<file path="src/rtl/rsi_pkg.sv">
// ----------------------------------------------------------------------------
// rsi_pkg: shared types and codes for the register script interpreter
// Opcodes, parser phase codes and the structs passed between the
// parser decode and the top level.
// ----------------------------------------------------------------------------
package rsi_pkg;

  // Script opcodes
  localparam logic [7:0] OP_DELAY = 8'hfe;
  localparam logic [7:0] OP_BURST = 8'hfd;
  localparam logic [7:0] OP_TEXT  = 8'hf0;

  // Parser phase codes
  localparam logic [2:0] PH_IDLE        = 3'd0;
  localparam logic [2:0] PH_DELAY_ARG   = 3'd1;
  localparam logic [2:0] PH_TEXT_COUNT  = 3'd2;
  localparam logic [2:0] PH_TEXT_SKIP   = 3'd3;
  localparam logic [2:0] PH_BURST_COUNT = 3'd4;
  localparam logic [2:0] PH_BURST_ADDR  = 3'd5;
  localparam logic [2:0] PH_BURST_DATA  = 3'd6;
  localparam logic [2:0] PH_WRITE_VALUE = 3'd7;

  // Action kinds
  localparam logic ACT_WRITE = 1'b0;
  localparam logic ACT_DELAY = 1'b1;

  typedef struct packed {
    logic [2:0] phase;
    logic [7:0] pending_address;
    logic [7:0] bytes_remaining;
  } parse_state_t;

  typedef struct packed {
    logic       action_kind;
    logic [7:0] reg_address;
    logic [7:0] reg_value;
    logic [7:0] delay_ms;
  } action_t;

endpackage

</file>
<file path="src/rtl/rsi_if.sv">
// ----------------------------------------------------------------------------
// rsi_if: request channels of the register script interpreter
// Script byte channel and action channel, valid/ready handshake.
// ----------------------------------------------------------------------------
interface rsi_in_if;
  logic       valid;
  logic       ready;
  logic [7:0] script_byte;
  logic       last_byte;

  modport source (output valid, output script_byte, output last_byte, input ready);
  modport sink   (input valid, input script_byte, input last_byte, output ready);
endinterface

interface rsi_out_if;
  logic       valid;
  logic       ready;
  logic       action_kind;
  logic [7:0] reg_address;
  logic [7:0] reg_value;
  logic [7:0] delay_ms;

  modport source (output valid, output action_kind, output reg_address,
                  output reg_value, output delay_ms, input ready);
  modport sink   (input valid, input action_kind, input reg_address,
                  input reg_value, input delay_ms, output ready);
endinterface

</file>
<file path="src/rtl/rsi_parser.sv">
// ----------------------------------------------------------------------------
// rsi_parser: one-byte step of the script parser
// From the current parser state and one script byte, computes the next
// state and at most one action (register write or delay request).
// ----------------------------------------------------------------------------
module rsi_parser (
  input  rsi_pkg::parse_state_t cur,
  input  logic [7:0]            script_byte,
  input  logic                  last_byte,
  output rsi_pkg::parse_state_t nxt,
  output logic                  emit,
  output rsi_pkg::action_t      act
);
  import rsi_pkg::*;

  logic [7:0] count_less_one;

  // count byte n leaves n-1 bytes, zero stays zero
  assign count_less_one = (script_byte != 8'd0) ? script_byte - 8'd1 : 8'd0;

  always_comb begin
    nxt  = cur;
    emit = 1'b0;
    act  = '0;

    case (cur.phase)
      PH_DELAY_ARG: begin
        emit          = 1'b1;
        act.action_kind = ACT_DELAY;
        act.delay_ms  = script_byte;
        nxt.phase     = PH_IDLE;
      end
      PH_TEXT_COUNT: begin
        nxt.bytes_remaining = count_less_one;
        nxt.phase = (count_less_one != 8'd0) ? PH_TEXT_SKIP : PH_IDLE;
      end
      PH_TEXT_SKIP: begin
        nxt.bytes_remaining = cur.bytes_remaining - 8'd1;
        if (cur.bytes_remaining == 8'd1) begin
          nxt.phase = PH_IDLE;
        end
      end
      PH_BURST_COUNT: begin
        nxt.bytes_remaining = count_less_one;
        nxt.phase = PH_BURST_ADDR;
      end
      PH_BURST_ADDR: begin
        nxt.pending_address = script_byte;
        nxt.phase = (cur.bytes_remaining != 8'd0) ? PH_BURST_DATA : PH_IDLE;
      end
      PH_BURST_DATA: begin
        emit = 1'b1;
        act.action_kind     = ACT_WRITE;
        act.reg_address     = cur.pending_address;
        act.reg_value       = script_byte;
        nxt.pending_address = cur.pending_address + 8'd1;
        nxt.bytes_remaining = cur.bytes_remaining - 8'd1;
        if (cur.bytes_remaining == 8'd1) begin
          nxt.phase = PH_IDLE;
        end
      end
      PH_WRITE_VALUE: begin
        emit = 1'b1;
        act.action_kind = ACT_WRITE;
        act.reg_address = cur.pending_address;
        act.reg_value   = script_byte;
        nxt.phase       = PH_IDLE;
      end
      default: begin
        // idle: opcode or plain register address
        if (script_byte == OP_DELAY) begin
          nxt.phase = PH_DELAY_ARG;
        end else if (script_byte == OP_BURST) begin
          nxt.phase = PH_BURST_COUNT;
        end else if (script_byte == OP_TEXT) begin
          nxt.phase = PH_TEXT_COUNT;
        end else begin
          nxt.pending_address = script_byte;
          nxt.phase = PH_WRITE_VALUE;
        end
      end
    endcase

    // final byte of the script drops any unfinished record
    if (last_byte) begin
      nxt.phase           = PH_IDLE;
      nxt.bytes_remaining = 8'd0;
    end
  end

endmodule

</file>
<file path="src/rtl/register_script_interpreter_unit.sv">
// ----------------------------------------------------------------------------
// register_script_interpreter_unit: register init script interpreter
// Turns a byte stream of a device setup script into register writes and
// delay requests.
//
// Channels: script_in carries one script byte per request with a flag on
// the final byte; action_out carries one action per request: a register
// write (address, value) or a delay request in milliseconds.
// Output: an action appears on action_out in the cycle after the byte that
// completes it is accepted. Bytes that only advance the parser give none.
// Throughput: one byte per cycle while action_out accepts, set by the single
// output register; a byte is taken in the same cycle the pending action is.
// Stall: while action_out is held off, the output register keeps its action
// and script_in.ready stays low, so no byte is lost.
// Reset: rst (synchronous) returns the parser to idle and empties the
// output register. The final-byte flag also returns the parser to idle and
// discards a record that is still incomplete.
// ----------------------------------------------------------------------------
module register_script_interpreter_unit (
  input logic         clk,
  input logic         rst,
  rsi_in_if.sink      script_in,
  rsi_out_if.source   action_out
);
  import rsi_pkg::*;

  parse_state_t state;
  parse_state_t state_next;
  logic         step_emit;
  action_t      step_act;
  logic         out_valid;
  action_t      out_act;
  logic         in_fire;

  // step decode
  rsi_parser u_parser (
    .cur         (state),
    .script_byte (script_in.script_byte),
    .last_byte   (script_in.last_byte),
    .nxt         (state_next),
    .emit        (step_emit),
    .act         (step_act)
  );

  // accept whenever the output register is free or being drained
  assign script_in.ready = !out_valid || action_out.ready;
  assign in_fire         = script_in.valid && script_in.ready;

  // parser state
  always_ff @(posedge clk) begin
    if (rst) begin
      state <= '0;
    end else if (in_fire) begin
      state <= state_next;
    end
  end

  // output register control
  always_ff @(posedge clk) begin
    if (rst) begin
      out_valid <= 1'b0;
    end else if (in_fire) begin
      out_valid <= step_emit;
    end else if (action_out.ready) begin
      out_valid <= 1'b0;
    end
  end

  // output register payload
  always_ff @(posedge clk) begin
    if (in_fire && step_emit) begin
      out_act <= step_act;
    end
  end

  assign action_out.valid       = out_valid;
  assign action_out.action_kind = out_act.action_kind;
  assign action_out.reg_address = out_act.reg_address;
  assign action_out.reg_value   = out_act.reg_value;
  assign action_out.delay_ms    = out_act.delay_ms;

  // checks
  a_delay_clean: assert property (@(posedge clk) disable iff (rst)
    (out_valid && out_act.action_kind == ACT_DELAY) |->
      (out_act.reg_address == 8'd0 && out_act.reg_value == 8'd0))
    else $error("delay action carries write fields");

  a_write_clean: assert property (@(posedge clk) disable iff (rst)
    (out_valid && out_act.action_kind == ACT_WRITE) |-> (out_act.delay_ms == 8'd0))
    else $error("write action carries a delay");

  a_last_idle: assert property (@(posedge clk) disable iff (rst)
    (in_fire && script_in.last_byte) |=>
      (state.phase == PH_IDLE && state.bytes_remaining == 8'd0))
    else $error("parser not idle after final byte");

  a_count_live: assert property (@(posedge clk) disable iff (rst)
    (state.phase == PH_BURST_DATA || state.phase == PH_TEXT_SKIP) |->
      (state.bytes_remaining != 8'd0))
    else $error("data or skip phase with no bytes left");

  a_out_source: assert property (@(posedge clk) disable iff (rst)
    $rose(out_valid) |-> $past(in_fire))
    else $error("action appeared without an accepted byte");

endmodule
</file>
<file path="src/flat_wrapper.sv">
// flat-port wrapper written by rule: the top's interface ports become plain ports
module register_script_interpreter_unit_flat import rsi_pkg::*;
  (clk, rst, script_in_valid, script_in_script_byte, script_in_last_byte, script_in_ready, action_out_valid, action_out_action_kind, action_out_reg_address, action_out_reg_value, action_out_delay_ms, action_out_ready);
  rsi_in_if script_in_i ();
  rsi_out_if action_out_i ();
  input logic clk;
  input logic rst;
  input wire logic [$bits(script_in_i.valid)-1:0] script_in_valid;
  input wire logic [$bits(script_in_i.script_byte)-1:0] script_in_script_byte;
  input wire logic [$bits(script_in_i.last_byte)-1:0] script_in_last_byte;
  output wire logic [$bits(script_in_i.ready)-1:0] script_in_ready;
  output wire logic [$bits(action_out_i.valid)-1:0] action_out_valid;
  output wire logic [$bits(action_out_i.action_kind)-1:0] action_out_action_kind;
  output wire logic [$bits(action_out_i.reg_address)-1:0] action_out_reg_address;
  output wire logic [$bits(action_out_i.reg_value)-1:0] action_out_reg_value;
  output wire logic [$bits(action_out_i.delay_ms)-1:0] action_out_delay_ms;
  input wire logic [$bits(action_out_i.ready)-1:0] action_out_ready;
  assign script_in_i.valid = script_in_valid;
  assign script_in_i.script_byte = script_in_script_byte;
  assign script_in_i.last_byte = script_in_last_byte;
  assign script_in_ready = script_in_i.ready;
  assign action_out_valid = action_out_i.valid;
  assign action_out_action_kind = action_out_i.action_kind;
  assign action_out_reg_address = action_out_i.reg_address;
  assign action_out_reg_value = action_out_i.reg_value;
  assign action_out_delay_ms = action_out_i.delay_ms;
  assign action_out_i.ready = action_out_ready;
  register_script_interpreter_unit u_core (.clk(clk), .rst(rst), .script_in(script_in_i), .action_out(action_out_i));
endmodule
</file>
<file path="config.mk">
export PLATFORM = sky130hd
export DESIGN_NAME = register_script_interpreter_unit_flat
export DESIGN_NICKNAME = d
export VERILOG_FILES = /design/src/rtl/rsi_pkg.sv /design/src/rtl/rsi_if.sv /design/src/rtl/rsi_parser.sv /design/src/rtl/register_script_interpreter_unit.sv /design/src/flat_wrapper.sv
export SDC_FILE = /design/constraint.sdc
export NUM_CORES = 1
export LEC_CHECK = 0
export ABC_CLOCK_PERIOD_IN_PS = 2700
export BUFFER_PORTS_ARGS = -buffer_cell sky130_fd_sc_hd__buf_2
export CORE_MARGIN = 2
export CORE_UTILIZATION = 40
export DETAILED_ROUTE_END_ITERATION = 8
export PLACE_DENSITY = 0.71
export SYNTH_ARGS = -nofsm -noshare
export SYNTH_HDL_FRONTEND = slang
export SYNTH_HIERARCHICAL = 1
export SYNTH_SLANG_ARGS = --single-unit
</file>
<file path="constraint.sdc">
create_clock -name clk -period 2.7 [get_ports clk]
set_input_delay 0.405 -clock clk [delete_from_list [all_inputs] [get_ports clk]]
set_output_delay 0.405 -clock clk [all_outputs]
set_load 0.05 [all_outputs]
</file>
==> results of run 1 <==
state kept, by name, indices dropped and copies added, names as in the netlist:
signal	cells
u_core/state	19
u_core/action_out.reg_address	8
u_core/action_out.reg_value	8
u_core/action_out.action_kind	1
u_core/action_out.valid	1
u_core/action_out.delay_ms	8
tightest hold or removal path: stages (launching register included):
cell and delay, ns:
dfxtp_1 0.37, nand2b_1 0.09, o21ai_0 0.07
power groups by stage:
stage	combinational, uW	clock, uW	sequential [uW]
6_report	419	521	798
5_1_grt	450	554	804
4_1_cts	409	530	796
3_5_place_dp	408	0	813
3_3_place_gp	404	0	811
2_1_floorplan	285	0	833
layout by cell type (no fill, tap or decap), drive strengths merged, types with 4 or more instances in the layout:
cell type and n:
nand2 15, nand3b 4, and2 10, a31oi 6
edfxtp 25, buf 46, ha 6, a21oi 16
o21ai 34, mux2i 4, nor2b 6, and3 18
nor4 4, inv 9, nand2b 24, nand4b 20
nor2 19, dfxtp 20, a221oi 6, xor2 5
clkbuf 5, a211oi 4, nor3 4, nand3 5
worst max-delay path by stage:
stage / from / end / slack (ns) / depth (start not counted)
finish: u_core/state[17]$_SDFFE_PP0P_ / u_core/action_out.delay_ms[2]$_DFFE_PP_ / 0.51 / 6
CTS: u_core/state[17]$_SDFFE_PP0P_ / u_core/action_out.reg_value[3]$_DFFE_PP_ / 0.56 / 6
detailed placement: script_in_script_byte[0] / u_core/state[16]$_SDFFE_PP0P_ / 0.34 / 9
floorplan: u_core/state[16]$_SDFFE_PP0P_ / u_core/action_out.action_kind$_DFFE_PP_ / 0.35 / 6
global placement: script_in_script_byte[0] / u_core/state[16]$_SDFFE_PP0P_ / 0.40 / 9
global route: u_core/state[17]$_SDFFE_PP0P_ / u_core/action_out.delay_ms[4]$_DFFE_PP_ / 0.44 / 6
per-stage QoR:
stage | cell area [sq um] | setup WS (ns) | total power [uW] | instances
CTS | 3690 | 0.557 | 1740 | 490
floorplan | 3370 | 0.354 | 1120 | 366
global route | 3690 | 0.438 | 1810 | 490
global placement | 3580 | 0.405 | 1210 | 482
detailed placement | 3580 | 0.342 | 1220 | 482
finish | 3690 | 0.512 | 1740 | 490
synth_stat cells (4+ instances only):
master / instances
clkbuf_1: 19
mux2i_1: 4
and3_1: 18
nand4b_1: 20
nor2b_1: 6
o21ai_2: 12
xor2_1: 5
o21ai_0: 22
nand2_1: 15
nor2_1: 19
dfxtp_1: 20
a21oi_1: 16
buf_6: 4
buf_2: 12
a31oi_1: 6
nand3_1: 5
edfxtp_1: 25
inv_1: 9
nand2b_1: 23
nand3b_1: 4
ha_1: 6
a221oi_1: 5
nor3_1: 4
and2_1: 9
layer usage:
metal,up-vias,wire length [um]
li1,1450,-
met1,1488,3960
met2,184,4160
met3,34,777
met4,0,280
met5,-,0
final cells by class:
cell class              instances  area [sq um]
fillers                       786          4480
multi-input cells             277          2000
flip-flops and latches         45          1150
repair buffers                 46           260
well taps                     105           131
clock buffers                   5          68.8
clock inverters                 3          41.3
inverters                       9          33.8
kinds of logic after synthesis:
logic type,synth area share
AND/OR/NAND/NOR,0.278
AO/OA/AOI/OAI,0.259
flip-flops,0.342
buffers and inverters,0.0625
XOR/XNOR,0.0208
adder cells (fa/ha/maj),0.0253
multiplexers,0.0119
==> out/results.tsv, run 1 <==
metric	value	unit
outcome	finished, final reports clean	
fp-row-count	33	
critPathKind	flip-flop to flip-flop	
ir_drop	0.000180	V
synth_top_cell_by_area	edfxtp_1	
syn_area	3360	sq um
crit_arrival	2.17	ns
cp_common_cell	nand2_1	
clk_path_buf_depth	2	
root_buffer	clkbuf_8	
ys_top_cells_by_area	edfxtp_1 22%, dfxtp_1 12%, nand4b_1 5.2%	
syn_area_per_cell	9.19	sq um
p_sw	563	uW
r2r_slack	0.51	ns
layout_min_cycle_time	2.19	ns
seqPwrFrac	0.459	
synthCells	366	
final_nets	403	
synth-async-reset-ratio	0	
grt_busiest_layer	met2	
diodes	0	
crit_path_start_kind	flip-flop	
seq_area_frac_synth	0.342	
numCtsBuffers	5	
swShare	0.324	
routed-via-count	3156	
dr.pass1.iters	6	
grt.total_usage	0.207	
post-cts-setup-buffers	0	
cts.sinks	45	
clkPwrFrac	0.300	
io_pins	40	
cp_top_family	simple AND/OR/NAND/NOR gates	
critical_path.cell_chain	buf_12 -> nand2_1 -> nand2b_1 -> nand2_1 -> nor2b_2 -> buf_4	
io_buffers	39	
holdPathStages	2	
layout-drive-gt1-share	0.216	
gr-usage-met1	0.274	
slew_headroom	0.646	
die_h	95.7	um
use_met2	0.344	
vias_per_cell	6.44	
powerDensity	471	nW/um^2
synth_top_area_frac	0.223	
finalCritPeriodShare	0.810	
start_util	0.411	
finalSetupViolCount	0	
combPwrFrac	0.241	
max_stage_delay	0.55	ns
cts_hold_buf	0	
ctsResizeCount	0	
worstHoldPathType	flip-flop to flip-flop	
critPathBufInv	2	
grt_pass1_vias	2987	
end_kind	flip-flop	
min_from	u_core/state[15]$_SDFFE_PP0P_	
crit_slowest_cell	dfxtp_1	
h-tree-depth	2	
rr_endpoint	u_core/action_out.delay_ms[2]$_DFFE_PP_	
die-width	95.7	um
p_int	1170	uW
antenna_found_initial	0	
routedWlPerCell	18.7	um
fmax	457	MHz
clkTransAtPathRegs	0.09	ns
overflow	0	
r2r-start	u_core/state[17]$_SDFFE_PP0P_	
core	8180	sq um
area_growth	9.75	%
required	2.68	ns
yosys_warnings	6	
drtIter0Drc	401	
synthFlopType	edfxtp_1	
synth-seq-cells	45	
cp_max_fo	38	
finalHoldViolCount	0	
synth_edf_count	25	
drcViolationCount	0	
final_core_util	0.451	
fin_skew	0.00930	ns
grt_setup_unrepaired	false	
grt_max_degree	40	
dp_hpwl	5990	um
worst_slew_pin_slew	0.530	ns
ant_nets	0	
use_met3	0.0321	
syn_nets	385	
fin_setup_tns	0	ns
wirelength	9180	um
worst_hold_slack	0.571	ns
synthDistinctLibCells	69	
clk_latency	0.31	ns
gp_congestion	0.961	
slew_viol_final	0	
hold_end	u_core/state[15]$_SDFFE_PP0P_	
grt_pass1_wl	15100	um
maxCapViolations	0	
r2r_cells	6	
power_leakage	0.00137	uW
cts_tree	built	
fp.dieArea	9160	sq um
No activity file was read; power rests on OpenSTA's default activity.
==> inputs of run 2 (changes only) <==
--- a/config.mk
+++ b/config.mk
@@ -5,12 +5,12 @@
 export SDC_FILE = /design/constraint.sdc
 export NUM_CORES = 1
 export LEC_CHECK = 0
-export ABC_CLOCK_PERIOD_IN_PS = 2700
+export ABC_CLOCK_PERIOD_IN_PS = 2050
 export BUFFER_PORTS_ARGS = -buffer_cell sky130_fd_sc_hd__buf_2
 export CORE_MARGIN = 2
 export CORE_UTILIZATION = 40
 export DETAILED_ROUTE_END_ITERATION = 8
-export PLACE_DENSITY = 0.71
+export PLACE_DENSITY = 0.68
 export SYNTH_ARGS = -nofsm -noshare
 export SYNTH_HDL_FRONTEND = slang
 export SYNTH_HIERARCHICAL = 1
==> constraint.sdc (replaced) <==
create_clock -name clk -period 2.05 [get_ports clk]
set_input_delay 0.3075 -clock clk [delete_from_list [all_inputs] [get_ports clk]]
set_output_delay 0.3075 -clock clk [all_outputs]
set_load 0.05 [all_outputs]
==> out/results.tsv, run 2 (same netlist as run 1, synthesis figures left out) <==
metric	value	unit	change
r2r_cells	7		was 6
grt.total_usage	0.210		was 0.207
routedWlPerCell	17.9	um	was 18.7 um
startpoint	u_core/state[17]$_SDFFE_PP0P_		unchanged
clkPwrFrac	0.263		was 0.300
slew_viol_final	0		unchanged
wirelength	9320	um	was 9180 um
use_met3	0.0298		was 0.0321
fillers	776		was 786
cts_hold_buf	0		unchanged
drtIter0Drc	257		was 401
die_h	95.7	um	unchanged
maxCapViolations	0		unchanged
finalHoldViolCount	0		unchanged
stdcell_count	522		was 490
mostFrequentLayoutCell	buf_2		unchanged
fmax	519	MHz	was 457 MHz
start_util	0.411		unchanged
swShare	0.341		was 0.324
cp_max_fo	11		was 38
ant_nets	0		unchanged
r2r-start	u_core/state[17]$_SDFFE_PP0P_		unchanged
worst_slew_pin_slew	0.516	ns	was 0.530 ns
root_buffer	clkbuf_8		unchanged
gp_congestion	0.881		was 0.961
slew_headroom	0.656		was 0.646
final_cell_mix	39 x buf_2, 38 x buf_4, 25 x edfxtp_1, 23 x nand2b_1, 22 x o21ai_0		was 39 x buf_2, 25 x edfxtp_1, 23 x nand2b_1, 22 x o21ai_0
grt_setup_unrepaired	false		unchanged
grt_max_degree	40		unchanged
r2r_slack	0.12	ns	was 0.51 ns
grt_pass1_vias	2969		was 2987
rr_endpoint	u_core/state[9]$_SDFFE_PP0P_		was u_core/action_out.delay_ms[2]$_DFFE_PP_
multi_input_area	2010	sq um	was 2000 sq um
dp_hpwl	6550	um	was 5990 um
area_growth	16.7	%	was 9.75%
required	2.26	ns	was 2.68 ns
drcViolationCount	0		unchanged
grt_pass1_wl	15100	um	unchanged
worstHoldPathType	input port to flip-flop		was flip-flop to flip-flop
end_kind	flip-flop		unchanged
outcome	finished, final reports clean		unchanged
p_int	1470	uW	was 1170 uW
final_nets	435		was 403
h-tree-depth	2		unchanged
io_buffers	39		unchanged
cts.sinks	45		unchanged
largest_register	u_core/state		unchanged
combPwrFrac	0.274		was 0.241
layout-drive-gt1-share	0.281		was 0.216
power_leakage	0.00153	uW	was 0.00137 uW
ir_drop	0.000358	V	was 0.000180 V
routed-via-count	3209		was 3156
io_pins	40		unchanged
holdPathStages	3		was 2
numCtsBuffers	5		unchanged
die-width	95.7	um	unchanged
grt_busiest_layer	met2		unchanged
powerDensity	570	nW/um^2	was 471 nW/um^2
layout_min_cycle_time	1.93	ns	was 2.19 ns
register_area	1150	sq um	unchanged
fp.dieArea	9160	sq um	unchanged
fin_skew	0.00912	ns	was 0.00930 ns
dr.pass1.iters	5		was 6
p_sw	763	uW	was 563 uW
fp-row-count	33		unchanged
crit_arrival	2.13	ns	was 2.17 ns
finalSetupViolCount	0		unchanged
clk_latency	0.31	ns	about the same
hold_end	u_core/action_out.valid$_SDFFE_PP0P_		was u_core/state[15]$_SDFFE_PP0P_
largest_reg_flops	19		unchanged
overflow	0		unchanged
core	8180	sq um	unchanged
diodes	0		unchanged
dp_cells	514		was 482
finalCritPeriodShare	0.941		was 0.810
min_from	script_in_valid		was u_core/state[15]$_SDFFE_PP0P_
post-cts-setup-buffers	0		unchanged
clk_path_buf_depth	2		unchanged
antenna_found_initial	0		unchanged
seqPwrFrac	0.463		was 0.459
cts_tree	built		unchanged
gr-usage-met1	0.279		was 0.274
crit_path_start_kind	flip-flop		unchanged
final_core_util	0.480		was 0.451
vias_per_cell	6.15		was 6.44
ctsResizeCount	0		unchanged
critPathKind	flip-flop to flip-flop		unchanged
use_met2	0.347		was 0.344
clkTransAtPathRegs	0.10	ns	was 0.09 ns
-- run 2: worst max path at each step --
stage,end,slack (ns),depth (start not counted)
2_1_floorplan,u_core/action_out.action_kind$_DFFE_PP_,0.07,6
3_3_place_gp,u_core/state[16]$_SDFFE_PP0P_,-0.02,9
3_5_place_dp,u_core/state[16]$_SDFFE_PP0P_,-0.06,9
4_1_cts,u_core/state[1]$_SDFFE_PP0P_,0.18,7
5_1_grt,u_core/state[4]$_SDFFE_PP0P_,0.006,7
6_report,u_core/state[9]$_SDFFE_PP0P_,0.12,7
-- run 2: layer usage --
| metal | up-vias | part of all wire |
|---|---|---|
| li1 | 1517 | - |
| met1 | 1520 | 0.45 |
| met2 | 145 | 0.45 |
| met3 | 27 | 0.070 |
| met4 | 0 | 0.026 |
| met5 | - | 0 |
-- run 2: worst max-delay path: stages (launching register included) --
cell	delay, ns
dfxtp_1	0.57
buf_4	0.25
nand2b_1	0.26
mux2i_1	0.22
o22ai_1	0.09
a311o_1	0.27
nand4b_1	0.11
o21ai_2	0.06
-- run 2: stage by stage --
step           hold WS (ns)  setup TNS (ns)  power (uW)  worst slack, ns  instance area [sq um]
6_report              0.363               0        2240            0.122                   3930
5_1_grt               0.402               0        2350          0.00611                   3930
4_1_cts               0.365               0        2240            0.180                   3930
3_5_place_dp          0.543         -0.0764        1660          -0.0582                   3830
3_3_place_gp          0.527         -0.0167        1650          -0.0167                   3830
2_1_floorplan         0.446               0        1470           0.0663                   3380
-- run 2: power groups by stage --
stage | clock, uW | sequential (uW) | combinational (uW)
6_report | 589 | 1040 | 613
3_3_place_gp | 0 | 1050 | 598
4_1_cts | 603 | 1030 | 604
3_5_place_dp | 0 | 1060 | 602
2_1_floorplan | 0 | 1100 | 377
5_1_grt | 643 | 1040 | 664
-- run 2: layout make-up --
class                      count  share of cell area
inverter                       9             0.00861
clock buffer                   5              0.0175
sequential                    45               0.293
tap                          105              0.0335
clock inverter                 3             0.00638
multi-input combinational    277               0.513
timing repair buffer          78               0.128
==> inputs of run 3 (changes only) <==
--- a/config.mk
+++ b/config.mk
@@ -10,6 +10,7 @@
 export CORE_MARGIN = 2
 export CORE_UTILIZATION = 40
 export DETAILED_ROUTE_END_ITERATION = 8
+export MAX_ROUTING_LAYER = met4
 export PLACE_DENSITY = 0.68
 export SYNTH_ARGS = -nofsm -noshare
 export SYNTH_HDL_FRONTEND = slang
==> out/results.tsv, run 3 (same netlist as run 1, synthesis figures left out) <==
metric	value	unit	change
layout_min_cycle_time	1.89	ns	was 1.93 ns
diodes	0		unchanged
finalHoldViolCount	0		unchanged
mostFrequentLayoutCell	buf_2		unchanged
crit_slowest_cell	nor4_4		was dfxtp_1
antenna_found_initial	0		unchanged
post-cts-setup-buffers	0		unchanged
slew_viol_final	0		unchanged
post-route-cell-area	3930	sq um	about the same
clk_path_buf_depth	2		unchanged
end_kind	flip-flop		unchanged
dp_hpwl	6640	um	was 6550 um
required	2.30	ns	was 2.26 ns
io_pins	40		unchanged
wirelength	9720	um	was 9320 um
clk_latency	0.32	ns	was 0.31 ns
cts_tree	built		unchanged
critical_path.cell_chain	nor4_4 -> nand3b_1 -> a311o_1 -> a221oi_2 -> nand4b_1 -> o21ai_0		was buf_4 -> nand2b_1 -> mux2i_1 -> o22ai_1 -> a311o_1 -> nand4b_1 -> o21ai_2
gp_congestion	0.958		was 0.881
ir_drop	0.000338	V	was 0.000358 V
die_h	95.7	um	unchanged
powerDensity	576	nW/um^2	was 570 nW/um^2
routed-via-count	3211		was 3209
grt.total_usage	0.230		was 0.210
ant_nets	0		unchanged
stdcell_count	521		was 522
critPathBufInv	0		was 1
h-tree-depth	2		unchanged
final_core_util	0.481		was 0.480
vias_per_cell	6.16		was 6.15
maxCapViolations	0		unchanged
largest_register	u_core/state		unchanged
dp_cells	513		was 514
grt_pass1_vias	2990		was 2969
wl_met3	628	um	was 649 um
cts_hold_buf	0		unchanged
dr.pass1.iters	5		unchanged
final_nets	434		was 435
clkTransAtPathRegs	0.10	ns	about the same
slew_headroom	0.641		was 0.656
worstHoldPathType	input port to flip-flop		unchanged
finalCritPeriodShare	0.923		was 0.941
area_growth	16.9	%	was 16.7%
cp_top_family	simple AND/OR/NAND/NOR gates		was flip-flops
cts.sinks	45		unchanged
io_buffers	39		unchanged
ctsResizeCount	0		unchanged
met2_length	4450	um	was 4230 um
finalSetupViolCount	0		unchanged
grt_setup_unrepaired	false		unchanged
core	8180	sq um	unchanged
top_layer	met4		unchanged
fp.dieArea	9160	sq um	unchanged
fin_skew	0.00975	ns	was 0.00912 ns
cp_max_fo	9		was 11
fp-row-count	33		unchanged
start_util	0.411		unchanged
crit_arrival	2.14	ns	was 2.13 ns
root_buffer	clkbuf_8		unchanged
final_cell_mix	39 x buf_2, 36 x buf_4, 25 x edfxtp_1, 23 x nand2b_1, 22 x o21ai_0		was 39 x buf_2, 38 x buf_4, 25 x edfxtp_1, 23 x nand2b_1, 22 x o21ai_0
crit_path_start_kind	flip-flop		unchanged
grt_pass1_wl	15800	um	was 15100 um
worst_slew_pin_slew	0.534	ns	was 0.516 ns
met1_length	4430	um	was 4200 um
routedWlPerCell	18.6	um	was 17.9 um
postPlaceCellArea	3840	sq um	was 3830 sq um
critPathKind	flip-flop to flip-flop		unchanged
overflow	0		unchanged
largest_reg_flops	19		unchanged
outcome	finished, final reports clean		unchanged
max_stage_delay	0.56	ns	was 0.57 ns
worst_hold_slack	0.359	ns	was 0.363 ns
layout-drive-gt1-share	0.279		was 0.281
fmax	528	MHz	was 519 MHz
grt_max_degree	40		unchanged
power_leakage	0.00153	uW	about the same
drcViolationCount	0		unchanged
die-width	95.7	um	unchanged
numCtsBuffers	5		unchanged
drtIter0Drc	281		was 257
-- run 3: changes by cell type in the layout (fill, tap and decap cells not counted) --
cell    previous run  this run
buf_4             38        36
buf_12             1         2
-- run 3: through the flow --
step | setup slack, ns | setup TNS [ns] | power [uW]
floorplan | 0.0663 | 0 | 1470
global placement | -0.00291 | -0.00291 | 1650
detailed placement | -0.0369 | -0.0399 | 1660
CTS | 0.173 | 0 | 2260
global route | 0.0135 | 0 | 2370
finish | 0.158 | 0 | 2260
-- run 3: area by class of cell --
cell class	instances	area [sq um]
inverter	9	33.8
clock buffer	5	68.8
timing repair buffer	77	505
sequential	45	1150
clock inverter	3	25.0
fill	804	4250
tap	105	131
multi-input combinational	277	2010
-- run 3: power by group --
group | total (uW) | switching, uW | internal [uW]
clock | 610 | 363 | 247
sequential | 1040 | 48.1 | 989
combinational | 618 | 378 | 240
-- run 3: layer usage --
layer  up-vias  global-route usage
li1       1511                   -
met1      1537               0.297
met4         0              0.0762
met3        26              0.0407
met2       137               0.364
met5         -                   -
-- run 3: worst register-to-register path, delay by kind of cell (launching register included) --
family	cells	cell delay, ns
and+or+nand+nor	3	0.81
AOI/OAI and AO/OA	3	0.60
DFF	1	0.40
-- run 3: worst paths after layout --
path                                      start                                   end  slack, ns  cells past startpoint
setup / recovery   u_core/state[5]$_SDFFE_PP0P_          u_core/state[7]$_SDFFE_PP0P_       0.16                      6
hold / removal                  script_in_valid  u_core/action_out.valid$_SDFFE_PP0P_       0.36                      3
setup reg to reg   u_core/state[5]$_SDFFE_PP0P_          u_core/state[7]$_SDFFE_PP0P_       0.16                      6
hold reg to reg   u_core/state[15]$_SDFFE_PP0P_         u_core/state[15]$_SDFFE_PP0P_       0.57                      2
